[config.mk]
export PLATFORM = sky130hd
export DESIGN_NAME = scm_ctrl
export DESIGN_NICKNAME = d
export VERILOG_FILES = /design/src/rtl/scm_pkg.sv /design/src/rtl/scm_ctrl.sv
export SDC_FILE = /design/constraint.sdc
export NUM_CORES = 1
export LEC_CHECK = 0
export BUFFER_PORTS_ARGS = -buffer_cell sky130_fd_sc_hd__buf_4
export CAP_MARGIN = 20
export CORE_MARGIN = 2
export CORE_UTILIZATION = 43
export CTS_CLUSTER_SIZE = 30
export DETAILED_ROUTE_END_ITERATION = 10
export HOLD_SLACK_MARGIN = 0.02
export PLACE_DENSITY = 0.81
export SYNTH_ARGS = -nofsm -noshare
export SYNTH_HDL_FRONTEND = slang
export SYNTH_SLANG_ARGS = --single-unit
[constraint.sdc]
create_clock -name clk -period 5.7 [get_ports clk]
set_input_delay 1.14 -clock clk [delete_from_list [all_inputs] [get_ports clk]]
set_output_delay 1.14 -clock clk [all_outputs]
set_load 0.03 [all_outputs]
[src/rtl/scm_pkg.sv]
// Shared constants, types and round functions for the stream cipher MAC core.
`timescale 1ns / 1ps
package scm_pkg;

  localparam int RegN = 16;
  localparam int KeyPos = 13;
  localparam int MacMaxBytes = 64;
  localparam logic [31:0] InitConst = 32'h6996c53a;

  localparam logic [2:0] CMD_KEY = 3'd0;
  localparam logic [2:0] CMD_NONCE = 3'd1;
  localparam logic [2:0] CMD_ENC = 3'd2;
  localparam logic [2:0] CMD_DEC = 3'd3;
  localparam logic [2:0] CMD_FINISH = 3'd4;

  // Datapath operations issued by the controller.
  localparam logic [3:0] OP_NONE = 4'd0;
  localparam logic [3:0] OP_FIB = 4'd1;  // Fibonacci preset, konst init
  localparam logic [3:0] OP_RESTORE = 4'd2;  // saved copy, konst init
  localparam logic [3:0] OP_LOADW = 4'd3;  // xor masked word at key pos, step
  localparam logic [3:0] OP_LOADLEN = 4'd4;  // xor length, step, copy to crc
  localparam logic [3:0] OP_SPREAD = 4'd5;  // one step
  localparam logic [3:0] OP_LOADEND = 4'd6;  // fold crc, konst, maybe save
  localparam logic [3:0] OP_CRYPT = 4'd7;  // one data word
  localparam logic [3:0] OP_FIN0 = 4'd8;  // absorb partial, step
  localparam logic [3:0] OP_FIN1 = 4'd9;  // xor tag at key pos, fold crc
  localparam logic [3:0] OP_MACW = 4'd10;  // step, present keystream

  typedef struct packed {
    logic [3:0] op;
    logic save;
    logic enc;
  } scm_cmd_t;

  function automatic logic [31:0] rotl(input logic [31:0] w, input int s);
    rotl = (w << s) | (w >> (32 - s));
  endfunction

  function automatic logic [31:0] mix_a(input logic [31:0] w);
    logic [31:0] v;
    v = w ^ (rotl(w, 5) | rotl(w, 7));
    mix_a = v ^ (rotl(v, 19) | rotl(v, 22));
  endfunction

  function automatic logic [31:0] mix_b(input logic [31:0] w);
    logic [31:0] v;
    v = w ^ (rotl(w, 7) | rotl(w, 22));
    mix_b = v ^ (rotl(v, 5) | rotl(v, 19));
  endfunction

  function automatic logic [31:0] byte_mask(input logic [2:0] n);
    case (n)
      3'd0: byte_mask = 32'h0;
      3'd1: byte_mask = 32'h000000ff;
      3'd2: byte_mask = 32'h0000ffff;
      3'd3: byte_mask = 32'h00ffffff;
      default: byte_mask = 32'hffffffff;
    endcase
  endfunction

endpackage

[src/rtl/scm_ctrl.sv]
// Command sequencer: accepts items, issues datapath ops, emits results.
`timescale 1ns / 1ps
module scm_ctrl (
  input  logic clk,
  input  logic rst,
  input  logic cfg_we,
  input  logic [6:0] cfg_data,
  input  logic in_valid,
  output logic in_ready,
  input  logic [2:0] in_cmd,
  input  logic [31:0] in_word,
  input  logic [2:0] in_bytes,
  input  logic in_last,
  output scm_pkg::scm_cmd_t cmd,
  output logic [31:0] dp_word,
  output logic [2:0] dp_bytes,
  input  logic [31:0] dp_res,
  input  logic [31:0] dp_ks,
  input  logic out_ready,
  output logic out_valid,
  output logic [31:0] out_word,
  output logic [2:0] out_bytes,
  output logic out_last
);

  localparam logic [2:0] S_IDLE = 3'd0;
  localparam logic [2:0] S_LEN = 3'd1;
  localparam logic [2:0] S_SPREAD = 3'd2;
  localparam logic [2:0] S_LEND = 3'd3;
  localparam logic [2:0] S_FIN1 = 3'd4;
  localparam logic [2:0] S_MAC = 3'd5;
  localparam logic [2:0] S_MACOUT = 3'd6;
  localparam logic [2:0] S_WAIT = 3'd7;

  logic [2:0] state;
  logic [6:0] mac_bytes, remain;
  logic [3:0] cnt;
  logic loading, save, spread_fin;
  logic [2:0] c_cmd;
  logic [31:0] c_word;
  logic [2:0] c_bytes;
  logic c_last;
  logic [2:0] nb;
  logic [2:0] take;

  assign nb = (c_bytes > 3'd4) ? 3'd4 : c_bytes;
  assign take = (remain >= 7'd4) ? 3'd4 : remain[2:0];
  assign in_ready = (state == S_IDLE) && !out_valid;
  assign dp_word = c_word;
  assign dp_bytes = nb;

  always_comb begin
    cmd = '{op: scm_pkg::OP_NONE, save: save, enc: (c_cmd == scm_pkg::CMD_ENC)};
    unique case (state)
      S_LEN: cmd.op = scm_pkg::OP_LOADLEN;
      S_SPREAD: cmd.op = scm_pkg::OP_SPREAD;
      S_LEND: cmd.op = scm_pkg::OP_LOADEND;
      S_FIN1: cmd.op = scm_pkg::OP_FIN1;
      // no step when the MAC is empty
      S_MAC: cmd.op = (remain == 7'd0) ? scm_pkg::OP_NONE : scm_pkg::OP_MACW;
      default: cmd.op = scm_pkg::OP_NONE;
    endcase
    if (state == S_WAIT) begin
      unique case (c_cmd) inside
        scm_pkg::CMD_KEY, scm_pkg::CMD_NONCE:
          cmd.op = loading ? scm_pkg::OP_LOADW
                 : (c_cmd == scm_pkg::CMD_KEY ? scm_pkg::OP_FIB : scm_pkg::OP_RESTORE);
        scm_pkg::CMD_ENC, scm_pkg::CMD_DEC: cmd.op = scm_pkg::OP_CRYPT;
        scm_pkg::CMD_FINISH: cmd.op = scm_pkg::OP_FIN0;
        default: cmd.op = scm_pkg::OP_NONE;
      endcase
      if (cmd.op == scm_pkg::OP_LOADW && nb == 3'd0) cmd.op = scm_pkg::OP_NONE;
    end
  end

  always_ff @(posedge clk) begin
    if (rst) begin
      state <= S_IDLE;
      mac_bytes <= 7'd4;
      loading <= 1'b0;
      out_valid <= 1'b0;
      save <= 1'b0;
      cnt <= 4'd0;
      spread_fin <= 1'b0;
    end else begin
      if (cfg_we) mac_bytes <= cfg_data;
      // S_MACOUT handles its own handshake
      if (out_valid && out_ready && state != S_MACOUT) out_valid <= 1'b0;
      unique case (state)
        S_IDLE: begin
          if (in_valid && in_ready) begin
            c_cmd <= in_cmd;
            c_word <= in_word;
            c_bytes <= in_bytes;
            c_last <= in_last;
            state <= S_WAIT;
          end
        end
        S_WAIT: begin
          if (c_cmd == scm_pkg::CMD_KEY || c_cmd == scm_pkg::CMD_NONCE) begin
            if (!loading) begin
              loading <= 1'b1;  // preset done, now the word itself
            end else begin
              save <= (c_cmd == scm_pkg::CMD_KEY);
              if (c_last) begin
                state <= S_LEN;
              end else begin
                state <= S_IDLE;
                out_valid <= 1'b1;
                out_word <= 32'h0;
                out_bytes <= 3'd0;
                out_last <= 1'b1;
              end
            end
          end else if (c_cmd == scm_pkg::CMD_ENC || c_cmd == scm_pkg::CMD_DEC) begin
            loading <= 1'b0;
            out_valid <= 1'b1;
            out_word <= dp_res;
            out_bytes <= nb;
            out_last <= 1'b1;
            state <= S_IDLE;
          end else if (c_cmd == scm_pkg::CMD_FINISH) begin
            loading <= 1'b0;
            remain <= (mac_bytes > 7'(scm_pkg::MacMaxBytes))
                    ? 7'(scm_pkg::MacMaxBytes) : mac_bytes;
            state <= S_FIN1;
          end else begin
            state <= S_IDLE;
          end
        end
        S_LEN: begin
          cnt <= 4'd0;
          spread_fin <= 1'b0;
          state <= S_SPREAD;
        end
        S_SPREAD: begin
          cnt <= cnt + 4'd1;
          if (cnt == 4'd15) state <= spread_fin ? S_MAC : S_LEND;
        end
        S_LEND: begin
          loading <= 1'b0;
          out_valid <= 1'b1;
          out_word <= 32'h0;
          out_bytes <= 3'd0;
          out_last <= 1'b1;
          state <= S_IDLE;
        end
        S_FIN1: begin
          cnt <= 4'd0;
          spread_fin <= 1'b1;
          state <= S_SPREAD;
        end
        S_MAC: begin
          if (remain == 7'd0) begin
            out_valid <= 1'b1;
            out_word <= 32'h0;
            out_bytes <= 3'd0;
            out_last <= 1'b1;
            state <= S_IDLE;
          end else begin
            state <= S_MACOUT;
          end
        end
        S_MACOUT: begin
          if (!out_valid || out_ready) begin
            out_valid <= 1'b1;
            out_word <= dp_ks & scm_pkg::byte_mask(take);
            out_bytes <= take;
            out_last <= (remain == 7'(take));
            remain <= remain - 7'(take);
            state <= (remain == 7'(take)) ? S_IDLE : S_MAC;
          end
        end
        default: state <= S_IDLE;
      endcase
    end
  end

endmodule

==> results of run 1 <==
## state kept, by name, indices dropped and copies added (netlist names)
register,flops
cnt,4
loading,1
remain,7
save,1
dp_word,32
c_bytes,3
out_word,32
mac_bytes,7
c_last,1
c_cmd,3
out_bytes,3
spread_fin,1
out_last,1
out_valid,1
state,3
## area by class of cell
class	count	area [µm²]
clock buffer	14	162.7
clock inverter	2	35.03
fill	750	3746
inverter	4	15.01
multi-input combinational	197	1355
sequential	100	2823
tap	133	166.4
timing repair buffer	196	1471
## kinds of logic (layout without fill, tap and decap cells)
logic type	Yosys count	after routing	synth area share (%)
DFF	100	100	65.39
other	1	1	0.08687
buffers and inverters	27	216	3.768
adders and majority gates	2	2	0.5796
and+or+nand+nor	93	93	12.49
xor gates and xnor gates	1	1	0.2029
muxes	8	8	1.855
AOI/OAI and AO/OA	92	92	15.62
## power groups by stage
| stage | clock, mW | sequential, mW | combinational (mW) |
|---|---|---|---|
| 2_1_floorplan | 0 | 1.13 | 0.466 |
| 3_3_place_gp | 0 | 1.04 | 0.798 |
| 3_5_place_dp | 0 | 1.05 | 0.812 |
| 4_1_cts | 0.466 | 1.03 | 0.817 |
| 5_1_grt | 0.492 | 1.05 | 0.872 |
| 6_report | 0.450 | 1.03 | 0.808 |
## synthesized netlist by cell type (all sizes together), types with 2 or more instances
| cell type | count | area [µm²] |
|---|---|---|
| a211oi | 2 | 27.53 |
| nand3b | 8 | 72.57 |
| nand2b | 10 | 62.56 |
| nor2 | 25 | 96.35 |
| a31oi | 2 | 12.51 |
| inv | 4 | 15.01 |
| nand3 | 6 | 30.03 |
| a22o | 32 | 280.3 |
| dfxtp | 18 | 360.4 |
| o21ai | 15 | 75.07 |
| clkbuf | 9 | 33.78 |
| nand4 | 2 | 12.51 |
| ha | 2 | 25.02 |
| buf | 14 | 113.9 |
| or4 | 2 | 15.01 |
| a311oi | 2 | 17.52 |
| nor3b | 2 | 26.28 |
| nor2b | 6 | 37.54 |
| a32o | 2 | 20.02 |
| and3 | 2 | 12.51 |
| a21oi | 21 | 112.6 |
| mux2i | 8 | 80.08 |
| nor4 | 5 | 31.28 |
| o211ai | 3 | 22.52 |
| nand2 | 11 | 46.29 |
| edfxtp | 82 | 2462 |
| nor3 | 8 | 50.05 |
| a21o | 4 | 30.03 |
| o21a | 2 | 15.01 |
## placed cells by master (no fill, tap or decap), drive strengths merged, types with 2 or more instances in the layout
cell and count:
a211oi 2, a21o 4, a21oi 21, a22o 32
a311oi 2, a31oi 2, a32o 2, and3 2
buf 196, clkbuf 14, dfxtp 18, edfxtp 82
ha 2, inv 4, mux2i 8, nand2 11
nand2b 10, nand3 6, nand3b 8, nand4 2
nor2 25, nor2b 6, nor3 8, nor3b 2
nor4 5, o211ai 3, o21a 2, o21ai 15
or4 2
## through the flow
stage          std cells  utilization [%]  hold WS [ps]  area [µm²]  setup slack [ps]
4_1_cts              646            61.67         472.3        6028              2290
3_3_place_gp         630            59.65         453.1        5831              2789
3_5_place_dp         630            59.65         460.4        5831              2699
2_1_floorplan        324                -         428.7        4322             9.389
5_1_grt              646            61.67         493.0        6028              2133
6_report             646            61.67         471.1        6028              2299
## final timing paths
check / startpoint / cells past startpoint / slack [ps] / endpoint
setup / recovery: state[1] / 4 / 2300 / cmd[5]
hold / removal: cnt[3] / 1 / 470 / cnt[3]
setup reg to reg: state[1] / 3 / 3170 / out_word[0]
hold reg to reg: cnt[3] / 1 / 470 / cnt[3]
## routing by layer
metal | global-route usage (%) | vias to the layer above
li1 | - | 1608
met4 | 7.915 | 0
met5 | 0 | -
met2 | 31.77 | 181
met3 | 8.459 | 12
met1 | 23.43 | 1579
==> results.cfg, run 1 <==
[run_status]
outcome = finished, final reports clean

[synth]
syn-num-nets = 441
ys_types = 54
avgSynthCellArea_um2 = 13.32
ys_seq_elements = 100
ys_warn_count = 0
ys.flop_type = edfxtp_1
synth_edf_count = 82
synthCells = 324
netlist_area_um2 = 4317
synth_seq_area_share_pct = 65.39
postSynth.asyncResetShare_pct = 0

[floorplan]
die_area_um2 = 10860
pin_count = 194
die_h_um = 104.2
core_area_um2 = 9774
num_rows = 36
die_w_um = 104.2
initial_utilization_pct = 44.16

[setup_path]
cp.buffers_inverters = 1
end_kind = primary output
setup.worst_path.class = reg -> out
worst-endpoint-arrival_ps = 2260
cpMaxStageDelayCell = dfxtp_1
critical-path-top-delay-family = flip-flops
worst_path_largest_cell_delay_ps = 1010
crit_chain = nand2_1 -> nor4_1 -> a21o_1 -> buf_4
required_ps = 4560
cp-start-kind = flip-flop
cp_max_fo = 31

[clock_tree]
cts_sinks = 100
cts-root-buf = clkbuf_8
cts_max_level = 3
clkLatencyLatePin_ps = 350
cts_setup_buffers = 0
tritoncts = yes
numCtsBuffers = 9
cts_buffer_depth = 2
cts.repair.resized = 0
postCtsHoldBufs = 0
clk_pin_slew_ps = 80

[placement]
hpwl_um = 8089
port_buffers = 193
place.gp.congestion = 0.8899

[drt]
firstDrtPassIters = 4
drtIter0Drc = 264
via_per_inst = 5.232
route.met2.wl_um = 5063
wl_met1_um = 4239
detailroute.via_count = 3380
drcViolationCount = 0
dr_wl_met3_um = 1312
route.top_layer_used = met4
final_antenna_net_count = 0
routed_wl_um = 10780
routedWlPerCell_um = 16.68

[flow_run]
max-cap-violations = 0

[pwr]
p_leak_nw = 2.467
power_density_nw_per_um2 = 379.8
switchingPower_uw = 800.9
seq_power_share_pct = 45.1
p_int_mw = 1.489
clock_power_share_pct = 19.7
p_sw_share_pct = 34.98
power_mw = 2.289
vdd_drop_max_v = 0.0002052
comb_power_share_pct = 35.3

[sta]
maxSlewHeadroom_pct = 30.90
worst_slew_pin_slew_ps = 1035
max_freq_mhz = 294.1
grt_setup_unrepaired = false
drv_slew = 0
period_share_pct = 59.66
hold_violations = 0
setup-violations-final = 0
tns_ps = 0
fin_skew_ps = 9.079
fin_crit_ps = 3401

[layout]
antennaDiodeCount = 0
layout-drive-gt1-share_pct = 43.47
syn_to_final_growth_pct = 39.65
fin_nets = 625

[grt]
first_global_vias = 3401
grt_max_degree = 40
antenna_found_initial = 0
track_usage_pct = 19.76
grt_pass1_wl_um = 16820
grt_overflow = 0

[worst_hold_path]
hp-class = reg -> reg
(Power assumes the default switching activity.)
==> run 2, diff against run 1 <==
--- a/config.mk
+++ b/config.mk
@@ -5,14 +5,15 @@
 export SDC_FILE = /design/constraint.sdc
 export NUM_CORES = 1
 export LEC_CHECK = 0
+export ABC_AREA = 1
 export BUFFER_PORTS_ARGS = -buffer_cell sky130_fd_sc_hd__buf_4
 export CAP_MARGIN = 20
 export CORE_MARGIN = 2
-export CORE_UTILIZATION = 43
+export CORE_UTILIZATION = 47
 export CTS_CLUSTER_SIZE = 30
 export DETAILED_ROUTE_END_ITERATION = 10
 export HOLD_SLACK_MARGIN = 0.02
-export PLACE_DENSITY = 0.81
+export PLACE_DENSITY = 0.84
 export SYNTH_ARGS = -nofsm -noshare
 export SYNTH_HDL_FRONTEND = slang
 export SYNTH_SLANG_ARGS = --single-unit
==> constraint.sdc (replaced) <==
create_clock -name clk -period 3.34 [get_ports clk]
set_input_delay 0.668 -clock clk [delete_from_list [all_inputs] [get_ports clk]]
set_output_delay 0.668 -clock clk [all_outputs]
set_load 0.03 [all_outputs]
==> run 2 against run 1 <==
Net effect:
- synthesized cell count increased by 32%
- die area decreased by 8.6%
- sequential share of layout area about the same
- routed wire length increased by 2.8%
- cell count increased by 14%
- worst setup slack got worse by 1700 ps
- final area about the same
- flip-flop and latch count unchanged
- critical path depth increased by 1
- non-clock buffer count decreased by 1
- combinational power increased by 76%
- largest power group unchanged
- highest routed layer unchanged
==> results.cfg, run 2 <==
[run_status]
outcome = finished, final reports clean

[clock_tree]
cts.repair.resized = 0
cts_max_level = 3
clk_pin_slew_ps = 90
tritoncts = yes
cts-root-buf = clkbuf_8
postCtsHoldBufs = 0
numCtsBuffers = 9
cts_buffer_depth = 2
clkLatencyLatePin_ps = 360
cts_setup_buffers = 0
cts_sinks = 100

[sta]
setup-violations-final = 0
drv_slew = 0
max_freq_mhz = 364.9
period_share_pct = 82.05
fin_crit_ps = 2741
worst_slew_pin_slew_ps = 1057
fin_skew_ps = 12.72
hold_violations = 0
tns_ps = 0
whs_ps = 474.3
grt_setup_unrepaired = false
maxSlewHeadroom_pct = 29.35

[synth]
synth_seq_area_share_pct = 65.66
ys_types = 29
synth_compound_area_share_pct = 7.771
yosysTopAreaCell = edfxtp_1
synthTopCellsByCount = 124 x nand2_1, 82 x edfxtp_1, 41 x nor2_1, 36 x inv_1, 34 x nand3_1
synthXorXnorAreaFrac_pct = 0.2037
syn-num-nets = 546
synthAdderAreaFrac_pct = 0.5821
synth_edf_count = 82
synth_most_common_cell = nand2_1
ys.flop_type = edfxtp_1
avgSynthCellArea_um2 = 10.02
synth_simple_gate_area_share_pct = 20.61
synth.area.top_cells = edfxtp_1 57%, nand2_1 11%, dfxtp_1 8.4%
netlist_area_um2 = 4299
synthMuxAreaShare_pct = 0
ys_warn_count = 0
synthCells = 429
synth.top_cell.area_share_pct = 57.28
ys_seq_elements = 100
postSynth.asyncResetShare_pct = 0
synth_top_family_by_area = simple AND/OR/NAND/NOR gates

[grt]
grt_overflow = 0
grt_max_degree = 44
grt_pass1_wl_um = 16700
first_global_vias = 3465
antenna_found_initial = 0
track_usage_pct = 21.77

[pwr]
clock_power_share_pct = 19.1
p_leak_nw = 2.685
p_int_mw = 2.438
comb_power_share_pct = 36.7
vdd_drop_max_v = 0.0005951
power_density_nw_per_um2 = 640.4
p_sw_share_pct = 36.88
seq_power_share_pct = 44.2
switchingPower_mw = 1.424

[floorplan]
num_rows = 34
die_area_um2 = 9928
pin_count = 194
core_area_um2 = 8806
die_w_um = 99.64
die_h_um = 99.64
initial_utilization_pct = 48.82

[setup_path]
cp-start-kind = flip-flop
r2r_start = remain[5]
setup.worst_path.class = reg -> out
worst-endpoint-arrival_ps = 2070
cp_max_fo = 17
cp-startpoint = remain[5]
r2r_setup_slack_ps = 860
required_ps = 2670
end_kind = primary output

[layout]
layout_common_cells = 195 x buf_4, 124 x nand2_1, 82 x edfxtp_1, 40 x nor2_1, 36 x inv_1
fin_nets = 740
layout_commonest_cell = buf_4
antennaDiodeCount = 0
final_cells = 736
layout-drive-gt1-share_pct = 35.35
fillers = 693
syn_to_final_growth_pct = 40.28
final_core_util_pct = 68.49

[drt]
detailroute.via_count = 3744
via_per_inst = 5.087
drtIter0Drc = 235
drcViolationCount = 0
final_antenna_net_count = 0
routed_wl_um = 11080
routedWlPerCell_um = 15.06
firstDrtPassIters = 5

[flow_run]
max-cap-violations = 0

[placement]
place.gp.congestion = 0.9428
port_buffers = 193
place_inst = 720
hpwl_um = 8612

[worst_hold_path]
hp-class = reg -> reg
min_from = mac_bytes[6]
==> run 2: changes by cell type after synthesis, moves of 8 or more <==
cell,before,now
nand2_1,9,124
inv_1,3,36
a22o_1,32,0
nand3_1,6,34
nor2_1,24,41
o21ai_1,0,12
nand2b_1,10,0
mux2i_1,8,0
o21ai_0,15,23
==> run 2: layer usage <==
layer / wire length, µm / part of all wire (%) / track usage, %
met2: 5860 / 53 / 39.50
met5: 0 / 0 / 0
met4: 164 / 1.5 / 7.798
met3: 779 / 7.0 / 4.849
met1: 4278 / 39 / 25.28
==> run 2: stage by stage <==
step / instance area [µm²] / power [mW] / setup slack [ps]
2_1_floorplan: 4304 / 2.652 / 98.33
3_3_place_gp: 5841 / 3.109 / 1056
3_5_place_dp: 5841 / 3.153 / 903.0
4_1_cts: 6031 / 3.881 / 640.8
5_1_grt: 6031 / 4.065 / 498.1
6_report: 6031 / 3.862 / 599.5
==> run 2: power by group through the flow <==
stage,logic (mW),registers [mW],clock network (mW)
floorplan,0.686,1.97,0
global placement,1.39,1.72,0
detailed placement,1.42,1.73,0
CTS,1.42,1.70,0.753
global route,1.55,1.72,0.801
finish,1.42,1.71,0.737
==> run 2: kinds of logic (layout without fill, tap and decap cells) <==
kind of cell    count (synthesis)  after routing
simple gates                  213            213
flops                         100            100
compound gates                 62             62
buf+inv                        50            249
fa+ha+maj                       2              2
other cells                     1              1
xor+xnor                        1              1
==> run 2: worst paths after layout <==
check | end | cells after the start
setup / recovery | cmd[5] | 5
hold reg to reg | mac_bytes[6] | 2
hold / removal | mac_bytes[6] | 2
setup reg to reg | out_word[3] | 6
==> run 2: cell type report <==
cell class / count / area [µm²] / share of cell area, %
clock buffer: 9 / 123.9 / 2.054
clock inverter: 7 / 66.31 / 1.100
inverter: 38 / 142.6 / 2.365
multi-input combinational: 279 / 1276 / 21.16
sequential: 100 / 2823 / 46.81
tap: 108 / 135.1 / 2.241
timing repair buffer: 195 / 1464 / 24.27
==> run 2: worst max-delay path: stages, from the launching register on <==
cell and delay [ps]:
edfxtp_1 430, nor2_2 230, nand3_2 340, o21ai_2 360, nand3_1 150, buf_4 200
